**src/sv/key_debounce_repeat_long_press_macros.svh**
```systemverilog
// Assertion helpers shared by the key scanner block.
// Both sample on clk and stay quiet while rst_n is low.
`ifndef KEY_DEBOUNCE_REPEAT_LONG_PRESS_MACROS_SVH
`define KEY_DEBOUNCE_REPEAT_LONG_PRESS_MACROS_SVH

// Check the consequent in the same cycle as the antecedent.
`define KDRLP_ASSERT_NOW(label, ante, cons) \
    label: assert property (@(posedge clk) disable iff (!rst_n) (ante) |-> (cons)) \
        else $error("kdrlp check failed");

// Check the consequent in the cycle after the antecedent.
`define KDRLP_ASSERT_NEXT(label, ante, cons) \
    label: assert property (@(posedge clk) disable iff (!rst_n) (ante) |=> (cons)) \
        else $error("kdrlp check failed");

`endif

```
**src/sv/kdrlp_pkg.sv**
```systemverilog
`timescale 1ns / 1ps

package kdrlp_pkg;

    localparam int NUM_KEYS    = 4;
    localparam int COUNT_WIDTH = 16;
    localparam int CFG_WIDTH   = 16;
    localparam int LEVEL_BITS  = 4;
    localparam int KEY_WIDTH   = 3;
    localparam int CFG_IDX_W   = 2;
    localparam int CMP_WIDTH   = (COUNT_WIDTH > CFG_WIDTH) ? COUNT_WIDTH : CFG_WIDTH;

    typedef logic [COUNT_WIDTH-1:0] count_t;
    typedef logic [CFG_WIDTH-1:0]   cfg_word_t;
    typedef logic [CMP_WIDTH-1:0]   cmp_t;
    typedef logic [KEY_WIDTH-1:0]   key_num_t;

    // Configuration register indexes
    typedef enum logic [CFG_IDX_W-1:0] {
        REG_DEBOUNCE  = 2'd0,
        REG_RPT_START = 2'd1,
        REG_RPT_INTV  = 2'd2,
        REG_LONG      = 2'd3
    } cfg_reg_t;

    localparam cfg_word_t DEBOUNCE_RST  = 16'd2;
    localparam cfg_word_t RPT_START_RST = 16'd100;
    localparam cfg_word_t RPT_INTV_RST  = 16'd20;
    localparam cfg_word_t LONG_RST      = 16'd150;

    // Thresholds shared by every lane
    typedef struct packed {
        cfg_word_t debounce;
        cfg_word_t rpt_start;
        cfg_word_t rpt_intv;
        cfg_word_t long_press;
    } cfg_t;

    // What one lane found on the current tick
    typedef struct packed {
        logic hit;
        logic long_rel;
    } lane_evt_t;

endpackage

```
**src/sv/kdrlp_lane.sv**
```systemverilog
`timescale 1ns / 1ps

module kdrlp_lane
(
    input  logic                clk,
    input  logic                rst_n,
    input  logic                accept,
    input  logic                released,
    input  kdrlp_pkg::cfg_t     cfg,
    output kdrlp_pkg::lane_evt_t evt
);

    kdrlp_pkg::count_t press_reg;
    kdrlp_pkg::count_t press_next;
    kdrlp_pkg::count_t repeat_reg;
    kdrlp_pkg::count_t repeat_next;
    logic              locked_reg;
    logic              locked_next;
    logic              long_reg;
    logic              long_next;
    kdrlp_pkg::count_t press_inc;
    kdrlp_pkg::count_t repeat_inc;

    // Saturating increments
    assign press_inc  = (press_reg == '1) ? press_reg : press_reg + 1'b1;
    assign repeat_inc = (repeat_reg == '1) ? repeat_reg : repeat_reg + 1'b1;

    // Work out this key's next state and event
    always_comb
    begin
        press_next   = press_reg;
        repeat_next  = repeat_reg;
        locked_next  = locked_reg;
        long_next    = long_reg;
        evt.hit      = 1'b0;
        evt.long_rel = 1'b0;
        if (released)
        begin
            locked_next = 1'b0;
            press_next  = '0;
            if (long_reg)
            begin
                long_next    = 1'b0;
                evt.hit      = 1'b1;
                evt.long_rel = 1'b1;
            end
        end
        else if (!locked_reg)
        begin
            press_next = press_inc;
            if (kdrlp_pkg::cmp_t'(press_inc) > kdrlp_pkg::cmp_t'(cfg.debounce))
            begin
                press_next  = '0;
                locked_next = 1'b1;
                evt.hit     = 1'b1;
            end
        end
        else if (kdrlp_pkg::cmp_t'(press_reg) < kdrlp_pkg::cmp_t'(cfg.rpt_start))
        begin
            press_next = press_inc;
        end
        else
        begin
            press_next  = press_inc;
            repeat_next = repeat_inc;
            if (kdrlp_pkg::cmp_t'(repeat_inc) > kdrlp_pkg::cmp_t'(cfg.rpt_intv))
            begin
                repeat_next = '0;
                evt.hit     = 1'b1;
            end
            if (kdrlp_pkg::cmp_t'(press_inc) > kdrlp_pkg::cmp_t'(cfg.long_press))
            begin
                long_next = 1'b1;
            end
        end
    end

    // Advance the key state on each accepted tick
    always_ff @(posedge clk or negedge rst_n)
    begin
        if (!rst_n)
        begin
            press_reg  <= '0;
            repeat_reg <= '0;
            locked_reg <= 1'b0;
            long_reg   <= 1'b0;
        end
        else if (accept)
        begin
            press_reg  <= press_next;
            repeat_reg <= repeat_next;
            locked_reg <= locked_next;
            long_reg   <= long_next;
        end
    end

endmodule

```
**src/sv/kdrlp_merge.sv**
```systemverilog
`timescale 1ns / 1ps

module kdrlp_merge
(
    input  logic                                         clk,
    input  logic                                         rst_n,
    input  logic                                         accept,
    input  kdrlp_pkg::lane_evt_t [kdrlp_pkg::NUM_KEYS-1:0] lane_evt,
    output logic                                         busy,
    output logic                                         out_valid,
    input  logic                                         out_stall,
    output kdrlp_pkg::key_num_t                          event_key,
    output logic                                         long_release
);

    kdrlp_pkg::key_num_t key_sel;
    logic                long_sel;
    logic                take;
    logic                out_valid_reg;
    logic                out_valid_next;
    logic                skid_valid_reg;
    logic                skid_valid_next;
    logic                load_out;
    logic                load_skid;
    logic                from_skid;
    kdrlp_pkg::key_num_t out_key_reg;
    logic                out_long_reg;
    kdrlp_pkg::key_num_t skid_key_reg;
    logic                skid_long_reg;

    // Pick the highest-numbered key with an event
    always_comb
    begin
        key_sel  = '0;
        long_sel = 1'b0;
        for (int i = 0; i < kdrlp_pkg::NUM_KEYS; i++)
        begin
            if (lane_evt[i].hit)
            begin
                key_sel  = kdrlp_pkg::key_num_t'(i + 1);
                long_sel = lane_evt[i].long_rel;
            end
        end
    end

    // Output word plus one skid word
    assign take = out_valid_reg && !out_stall;

    always_comb
    begin
        out_valid_next  = out_valid_reg;
        skid_valid_next = skid_valid_reg;
        load_out        = 1'b0;
        load_skid       = 1'b0;
        from_skid       = 1'b0;
        if (skid_valid_reg)
        begin
            if (take)
            begin
                load_out        = 1'b1;
                from_skid       = 1'b1;
                skid_valid_next = 1'b0;
            end
        end
        else if (accept)
        begin
            if (!out_valid_reg || take)
            begin
                load_out       = 1'b1;
                out_valid_next = 1'b1;
            end
            else
            begin
                load_skid       = 1'b1;
                skid_valid_next = 1'b1;
            end
        end
        else if (take)
        begin
            out_valid_next = 1'b0;
        end
    end

    always_ff @(posedge clk or negedge rst_n)
    begin
        if (!rst_n)
        begin
            out_valid_reg  <= 1'b0;
            skid_valid_reg <= 1'b0;
        end
        else
        begin
            out_valid_reg  <= out_valid_next;
            skid_valid_reg <= skid_valid_next;
        end
    end

    // Hold the payload words
    always_ff @(posedge clk)
    begin
        if (load_out)
        begin
            out_key_reg  <= from_skid ? skid_key_reg : key_sel;
            out_long_reg <= from_skid ? skid_long_reg : long_sel;
        end
        if (load_skid)
        begin
            skid_key_reg  <= key_sel;
            skid_long_reg <= long_sel;
        end
    end

    assign busy         = skid_valid_reg;
    assign out_valid    = out_valid_reg;
    assign event_key    = out_key_reg;
    assign long_release = out_long_reg;

endmodule

```
**src/sv/key_debounce_repeat_long_press.sv**
```systemverilog
// Scans four keys, one tick per word on the input side, and gives one result word per
// tick: the highest-numbered key that pressed, auto-repeated or was released after a
// long hold, or 0. Each key has its own lane of counters; all lanes update in the
// cycle a tick is accepted, so a new tick can be taken every cycle in_stall is low.
// Results go to the output or skid register; this two-word buffer keeps taking ticks
// while one result waits; input stalls only when both are full. Write thresholds
// through the cfg port while no tick is in flight; the block does not enforce it.
`timescale 1ns / 1ps
`include "key_debounce_repeat_long_press_macros.svh"

module key_debounce_repeat_long_press
(
    input  logic                                clk,
    input  logic                                rst_n,
    input  logic                                cfg_we,
    input  logic [kdrlp_pkg::CFG_IDX_W-1:0]     cfg_index,
    input  logic [kdrlp_pkg::CFG_WIDTH-1:0]     cfg_data,
    input  logic                                in_valid,
    output logic                                in_stall,
    input  logic [kdrlp_pkg::LEVEL_BITS-1:0]    key_levels,
    output logic                                out_valid,
    input  logic                                out_stall,
    output logic [kdrlp_pkg::KEY_WIDTH-1:0]     event_key,
    output logic                                long_release
);

    kdrlp_pkg::cfg_t                              cfg_reg;
    kdrlp_pkg::lane_evt_t [kdrlp_pkg::NUM_KEYS-1:0] lane_evt;
    logic                                         accept;
    logic                                         busy;

    assign accept   = in_valid && !in_stall;
    assign in_stall = busy;

    // Configuration registers
    always_ff @(posedge clk or negedge rst_n)
    begin
        if (!rst_n)
        begin
            cfg_reg.debounce   <= kdrlp_pkg::DEBOUNCE_RST;
            cfg_reg.rpt_start  <= kdrlp_pkg::RPT_START_RST;
            cfg_reg.rpt_intv   <= kdrlp_pkg::RPT_INTV_RST;
            cfg_reg.long_press <= kdrlp_pkg::LONG_RST;
        end
        else if (cfg_we)
        begin
            case (kdrlp_pkg::cfg_reg_t'(cfg_index))
                kdrlp_pkg::REG_DEBOUNCE:  cfg_reg.debounce   <= cfg_data;
                kdrlp_pkg::REG_RPT_START: cfg_reg.rpt_start  <= cfg_data;
                kdrlp_pkg::REG_RPT_INTV:  cfg_reg.rpt_intv   <= cfg_data;
                kdrlp_pkg::REG_LONG:      cfg_reg.long_press <= cfg_data;
                default:                  cfg_reg            <= cfg_reg;
            endcase
        end
    end

    // One lane per key; keys past the level field read as released
    for (genvar g = 0; g < kdrlp_pkg::NUM_KEYS; g++)
    begin : g_lane
        logic released;
        if (g < kdrlp_pkg::LEVEL_BITS)
        begin : g_pin
            assign released = key_levels[g];
        end
        else
        begin : g_idle
            assign released = 1'b1;
        end

        kdrlp_lane u_lane
        (
            .clk      (clk),
            .rst_n    (rst_n),
            .accept   (accept),
            .released (released),
            .cfg      (cfg_reg),
            .evt      (lane_evt[g])
        );
    end

    // Merge lane events and buffer the result word
    kdrlp_merge u_merge
    (
        .clk          (clk),
        .rst_n        (rst_n),
        .accept       (accept),
        .lane_evt     (lane_evt),
        .busy         (busy),
        .out_valid    (out_valid),
        .out_stall    (out_stall),
        .event_key    (event_key),
        .long_release (long_release)
    );

    // A full skid word means a result is also waiting at the output
    `KDRLP_ASSERT_NOW(a_stall_has_word, in_stall, out_valid)
    // A tick taken while the output is stalled lands in the skid word
    `KDRLP_ASSERT_NEXT(a_skid_fill, accept && out_valid && out_stall, in_stall && out_valid)
    // A long release always names a key
    `KDRLP_ASSERT_NOW(a_long_has_key, out_valid && long_release, event_key != '0)

endmodule
```
**config.mk**
```make
export PLATFORM = sky130hd
export DESIGN_NAME = key_debounce_repeat_long_press
export DESIGN_NICKNAME = d
export VERILOG_FILES = /design/src/sv/kdrlp_pkg.sv /design/src/sv/kdrlp_lane.sv /design/src/sv/kdrlp_merge.sv /design/src/sv/key_debounce_repeat_long_press.sv
export VERILOG_INCLUDE_DIRS = /design/src /design/src/sv
export SDC_FILE = /design/constraint.sdc
export NUM_CORES = 1
export LEC_CHECK = 0
export BUFFER_PORTS_ARGS = -buffer_cell sky130_fd_sc_hd__buf_2
export CORE_MARGIN = 2
export CORE_UTILIZATION = 41
export DETAILED_ROUTE_END_ITERATION = 12
export HOLD_SLACK_MARGIN = 0.06
export PLACE_DENSITY = 0.67
export SYNTH_ARGS = -nofsm -noshare
export SYNTH_HDL_FRONTEND = slang
export SYNTH_SLANG_ARGS = --single-unit
```
**constraint.sdc**
```tcl
create_clock -name clk -period 12.1 [get_ports clk]
set_input_delay 1.21 -clock clk [delete_from_list [all_inputs] [get_ports clk]]
set_output_delay 1.21 -clock clk [all_outputs]
set_load 0.01 [all_outputs]
```
# Word-level counts from Yosys, hierarchy flattened

Index checks and enable logic that the tools add are counted.

Input port bits: 27
Output and inout bits: 6
Logic and storage cells: 203
Flip-flop bits (word level): 210

Bitwise operators: 9
Reductions and logical operators: 29
Add/subtract/negate cells: 8
$lt $le $gt $ge: 16
Mux-type cells: 99
Equality and inequality tests: 16

Operators with widths:

| kind                    | count |
|---|---|
| $mux W16                | 24 |
| $gt A16 B16 Y1          | 12 |
| $add A16 B1 Y16 const B | 8 |
| $eq A16 B16 Y1 const B  | 8 |
| $mux W1                 | 67 |
| $lt A16 B16 Y1          | 4 |
| $reduce_and A4 Y1       | 8 |
| $reduce_bool A2 Y1      | 9 |
| $mux W3                 | 4 |
| $not A1 Y1              | 9 |
| $mux W2                 | 4 |
| $ne A2 B2 Y1 const B    | 4 |
| $reduce_and A2 Y1       | 4 |
| $eq A2 B2 Y1 const B    | 2 |
| $logic_not A1 Y1        | 3 |
| $reduce_and A3 Y1       | 1 |
| $eq A2 B1 Y1 const B    | 1 |
| $logic_and A1 B1 Y1     | 2 |
| $logic_not A2 Y1        | 1 |
| $ne A2 B1 Y1 const B    | 1 |
| $logic_or A1 B1 Y1      | 1 |

# Logic depth before layout (Yosys ltp)

Depth in word-level cells: 12
Gate-level depth with buffers: 20

# Hierarchy

A second synthesis with hierarchy kept.

Cell total of the unflattened synthesis: 2,050
Area total of the unflattened synthesis: 17,958.5 µm²

Modules (own cells, without submodules):

| module                         | seq. area each (µm²) | cells each | instances | area each (µm²) |
|---|---|---|---|---|
| kdrlp_lane (g_lane[3].u_lane)  | 850.8                | 473        | 1         | 3,839.9 |
| kdrlp_lane (g_lane[2].u_lane)  | 850.8                | 481        | 1         | 3,782.4 |
| kdrlp_lane (g_lane[0].u_lane)  | 850.8                | 466        | 1         | 3,766.1 |
| kdrlp_lane (g_lane[1].u_lane)  | 850.8                | 456        | 1         | 3,677.3 |
| key_debounce_repeat_long_press | 1,614.0              | 137        | 1         | 2,429.8 |
| kdrlp_merge                    | 290.3                | 37         | 1         | 462.9 |

# Least setup slack after synthesis

Ideal clock, no wire load.

Path kind: register to register
From: register g_lane[3].u_lane.repeat_reg[0]
To: register g_lane[3].u_lane.repeat_reg[11]
Data required time: 12,034 ps
Cell stages (with the launch flop): 19
Path buffers: 2
Arrival: 3,723 ps
Path slack: 8,311 ps
Library setup time: 66 ps
Cells stage by stage: dfrtp_1 ha_1 inv_1 nor4_4 nand4_1 nand4_1 inv_2 and3_1 xor2_1 ha_1 nand4_1 or2_1 or3_1 and2_1 clkbuf_1 or2_1 buf_2 inv_2 a22o_1

Longest elaborated chain between the ends: 4

RTL lines:

| what                                              | RTL line         | RTL |
|---|---|---|
| start, declared                                   | kdrlp_lane.sv:15 | `kdrlp_pkg::count_t repeat_reg;` |
| start signal, assigned                            | kdrlp_lane.sv:91 | `repeat_reg <= repeat_next;` |
| $add A16 B1 Y16 or $eq A16 B16 Y1 (tied branches) | kdrlp_lane.sv:26 | `assign repeat_inc = (repeat_reg == '1) ? repeat_reg : repeat_reg + 1'b1;` |
| $mux W16 *                                        | kdrlp_lane.sv:26 |  |
| $gt A16 B16 Y1                                    | kdrlp_lane.sv:66 | `if (kdrlp_pkg::cmp_t'(repeat_inc) > kdrlp_pkg::cmp_t'(cfg.rpt_intv))` |
| $mux W16 *                                        | kdrlp_lane.sv:66 |  |

Mark *: on every way between the ends. The rest lies on a longest branch, timed or not.
A chain may end at the register's enable or synchronous reset.

==> metrics <==
Comb power frac 30.0%; Crit path top cell by count nand4_1; Leak 8.73 nW; post-cts resize count 0; Reg2Reg Depth 17; DR pass1 iterations 7; critical path's slowest cell nand4_1; critical path launch point g_lane[3].u_lane.repeat_reg[0]$_DFFE_PN0P_; Layout area overhead 9.29%; Final Hold Fails 0; largest area contributor in the netlist dfrtp_1; via/cell ratio 6.10; crit path capture u_merge.event_key[1]$_DFFE_PP_; cts bufs inserted 27; Slew @ Worst Pin 1.12 ns; clock power share 35.3%; WS Path Type flop to flop; most common cell after layout, fill and taps aside ha_1; max cap viols 0; DRC 0; Crit path arrival time 5.15 ns; slowest stage delay, CP 0.51 ns; hold depth 1; Main synth FF type dfrtp_1; final antenna-violating net count 0; sequential share of power 34.7%; Cell Area, Synth 17,000 µm²; via count 14.8k; Yosys warning count 0; Die X 208 µm; CP delay by family, top simple AND/OR/NAND/NOR gates; Startpoint Class flop; count of cell types in the netlist 95; Yosys top cell area share 28.2%; H-tree depth 1; CP Cell Sequence ha_1 > inv_1 > nor4_4 > nand4_1 > nand4_1 > inv_2 > and3_1 > xor2_1 > ha_1 > nand4_1 > or2_1 > a211o_1 > o211ai_1 > a31oi_1 > mux2i_1 > a21oi_1 > mux2_4; Ports 33; gr usage total 23.9%; crit path capture type flop; hold_buf cts 0; Cell Int Power 0.00157 W; f_max 207 MHz; Psw 0.000891 W; register area share after synthesis 31.2%; row count 74; RSZ-0062 raised after global routing no; Syn Area/Cell 9.12 µm²; worst skew pair latency 0.56 ns; Slew Limit Headroom 25.0%; CTS Sinks 210; die area 43,200 µm²; PortBufs 32; Power, Total 0.00246 W; Hold/Removal Path Class flop to flop; CTS Root Cell clkbuf_16; starting DRC count in detailed routing 1,669; Slew Limit Fails 0; nets 2,167; Clock Tree Buf Depth 3; R2R setup slack 7.27 ns; Worst Path Required 12.41 ns; global-route wire length before repair 81,600 µm; layout cell share with drive strength beyond 1 10.0%; Sw Ratio 36.2%; diodes inserted 0; PwrDens 132 nW/µm²; final setup violation count 0; Worst R2R End u_merge.event_key[1]$_DFFE_PP_; post-synthesis register bit count 210; buffers and inverters on the worst path 2; global route overflow 0; Async SR Flop Fraction 96.2%; crit path max fanout 14; VDD IR-drop max 0.126 mV; Setup TNS Final 0 ns; post-synthesis cell count 1,867; largest net degree at the start of global routing 71; commonest non-fill, non-tap cells in the layout ha_1, dfrtp_1, nand2_1; outcome finished clean; Net Count, Synth 2,154; Worst path depth 17; Routed Wire Length 52,100 µm; crit share post-route 40.0%; Routed WL per cell 21.4 µm; core area 40,900 µm²; vias in the first global route 14.3k; initial core utilization 41.6%; clock-pin slew on the worst setup and hold paths 0.06 ns; worst r2r src g_lane[3].u_lane.repeat_reg[0]$_DFFE_PN0P_; Vert. Die Dim 208 µm; Tmin final 4.83 ns; number of flops mapped to enable cells by yosys 8; Post-CTS Setup Bufs 0; Clock Skews 0.0213 ns; Synth area leaders dfrtp_1, ha_1, o21ai_0; CTS tree built; GP Congestion 0.957; initial antenna violation count 1; fin util 45.5%; hpwl dp 38,200 µm
-- how the worst min path moves through the flow --
stage / slack [ns] / startpoint / to
finish: 0.50 / cfg_reg[33]$_DFFE_PN0P_ / cfg_reg[33]$_DFFE_PN0P_
global route: 0.51 / cfg_reg[33]$_DFFE_PN0P_ / cfg_reg[33]$_DFFE_PN0P_
CTS: 0.51 / cfg_reg[33]$_DFFE_PN0P_ / cfg_reg[33]$_DFFE_PN0P_
detailed placement: 0.49 / cfg_reg[33]$_DFFE_PN0P_ / cfg_reg[33]$_DFFE_PN0P_
global placement: 0.49 / cfg_reg[8]$_DFFE_PN0P_ / cfg_reg[8]$_DFFE_PN0P_
floorplan: 0.47 / g_lane[2].u_lane.repeat_reg[12]$_DFFE_PN0P_ / g_lane[2].u_lane.repeat_reg[12]$_DFFE_PN0P_
-- layout make-up --
cell class,count,area (µm²)
Inverter,94,353
Clock inverter,18,238
Multi-Input combinational cell,1509,11100
Clock buffer,31,711
Timing Repair Buffer,38,214
Fill cell,3928,22300
Sequential cell,210,5310
Tap cell,532,666
-- synthesized netlist by cell type (all sizes together) (13+ instances only) --
| master | n |
|---|---|
| nor2b | 26 |
| xnor2 | 59 |
| nor2 | 86 |
| o21a | 22 |
| inv | 93 |
| xor2 | 27 |
| buf | 20 |
| nand2 | 175 |
| o21ai | 141 |
| dfrtp | 192 |
| nor3 | 30 |
| a21oi | 121 |
| nand2b | 23 |
| a21o | 23 |
| nor4 | 13 |
| ha | 260 |
| clkbuf | 33 |
| and2 | 16 |
| o211ai | 13 |
| and3 | 38 |
| a31oi | 22 |
| mux2 | 57 |
| o31ai | 45 |
| a22o | 50 |
| nand4 | 71 |
| nand3 | 79 |
-- kinds of logic (layout without fill, tap and decap cells) --
logic type               after synthesis  after routing  synth area share, %
AO/OA/AOI/OAI                        501            501                 19.4
XOR/XNOR                              86             86                 4.43
adder cells (fa/ha/maj)              260            260                 19.1
buffers and inverters                148            181                 3.58
flip-flops                           210            210                 31.2
multiplexers                          59             59                 3.91
AND/OR/NAND/NOR                      603            603                 18.4
-- power by group through the flow --
stage / Sequential [W] / Combinational (W) / Clock, W
after global placement: 0.000860 / 0.000698 / 0
after detailed placement: 0.000864 / 0.000727 / 0
final: 0.000854 / 0.000739 / 0.000870
after floorplan: 0.000840 / 0.000475 / 0
after global routing: 0.000862 / 0.000816 / 0.000916
after CTS: 0.000851 / 0.000731 / 0.000889
-- layer usage --
metal	vias up	GRT usage [%]	share of wire, %
li1	7017	-	-
met1	7184	31.7	43
met2	510	38.4	45
met3	128	3.71	7.0
met4	0	11.2	5.2
met5	-	0	0
-- through the flow --
step,std cells,setup slack [ns],hold WS (ns),cell area [µm²]
2_1_floorplan,1867,8.31,0.473,17000
4_1_cts,2432,7.27,0.506,18600
3_5_place_dp,2383,7.31,0.493,17700
3_3_place_gp,2383,7.47,0.486,17700
6_report,2432,7.27,0.505,18600
5_1_grt,2432,6.82,0.512,18600
Note: power is estimated with default switching activity, not from simulation.
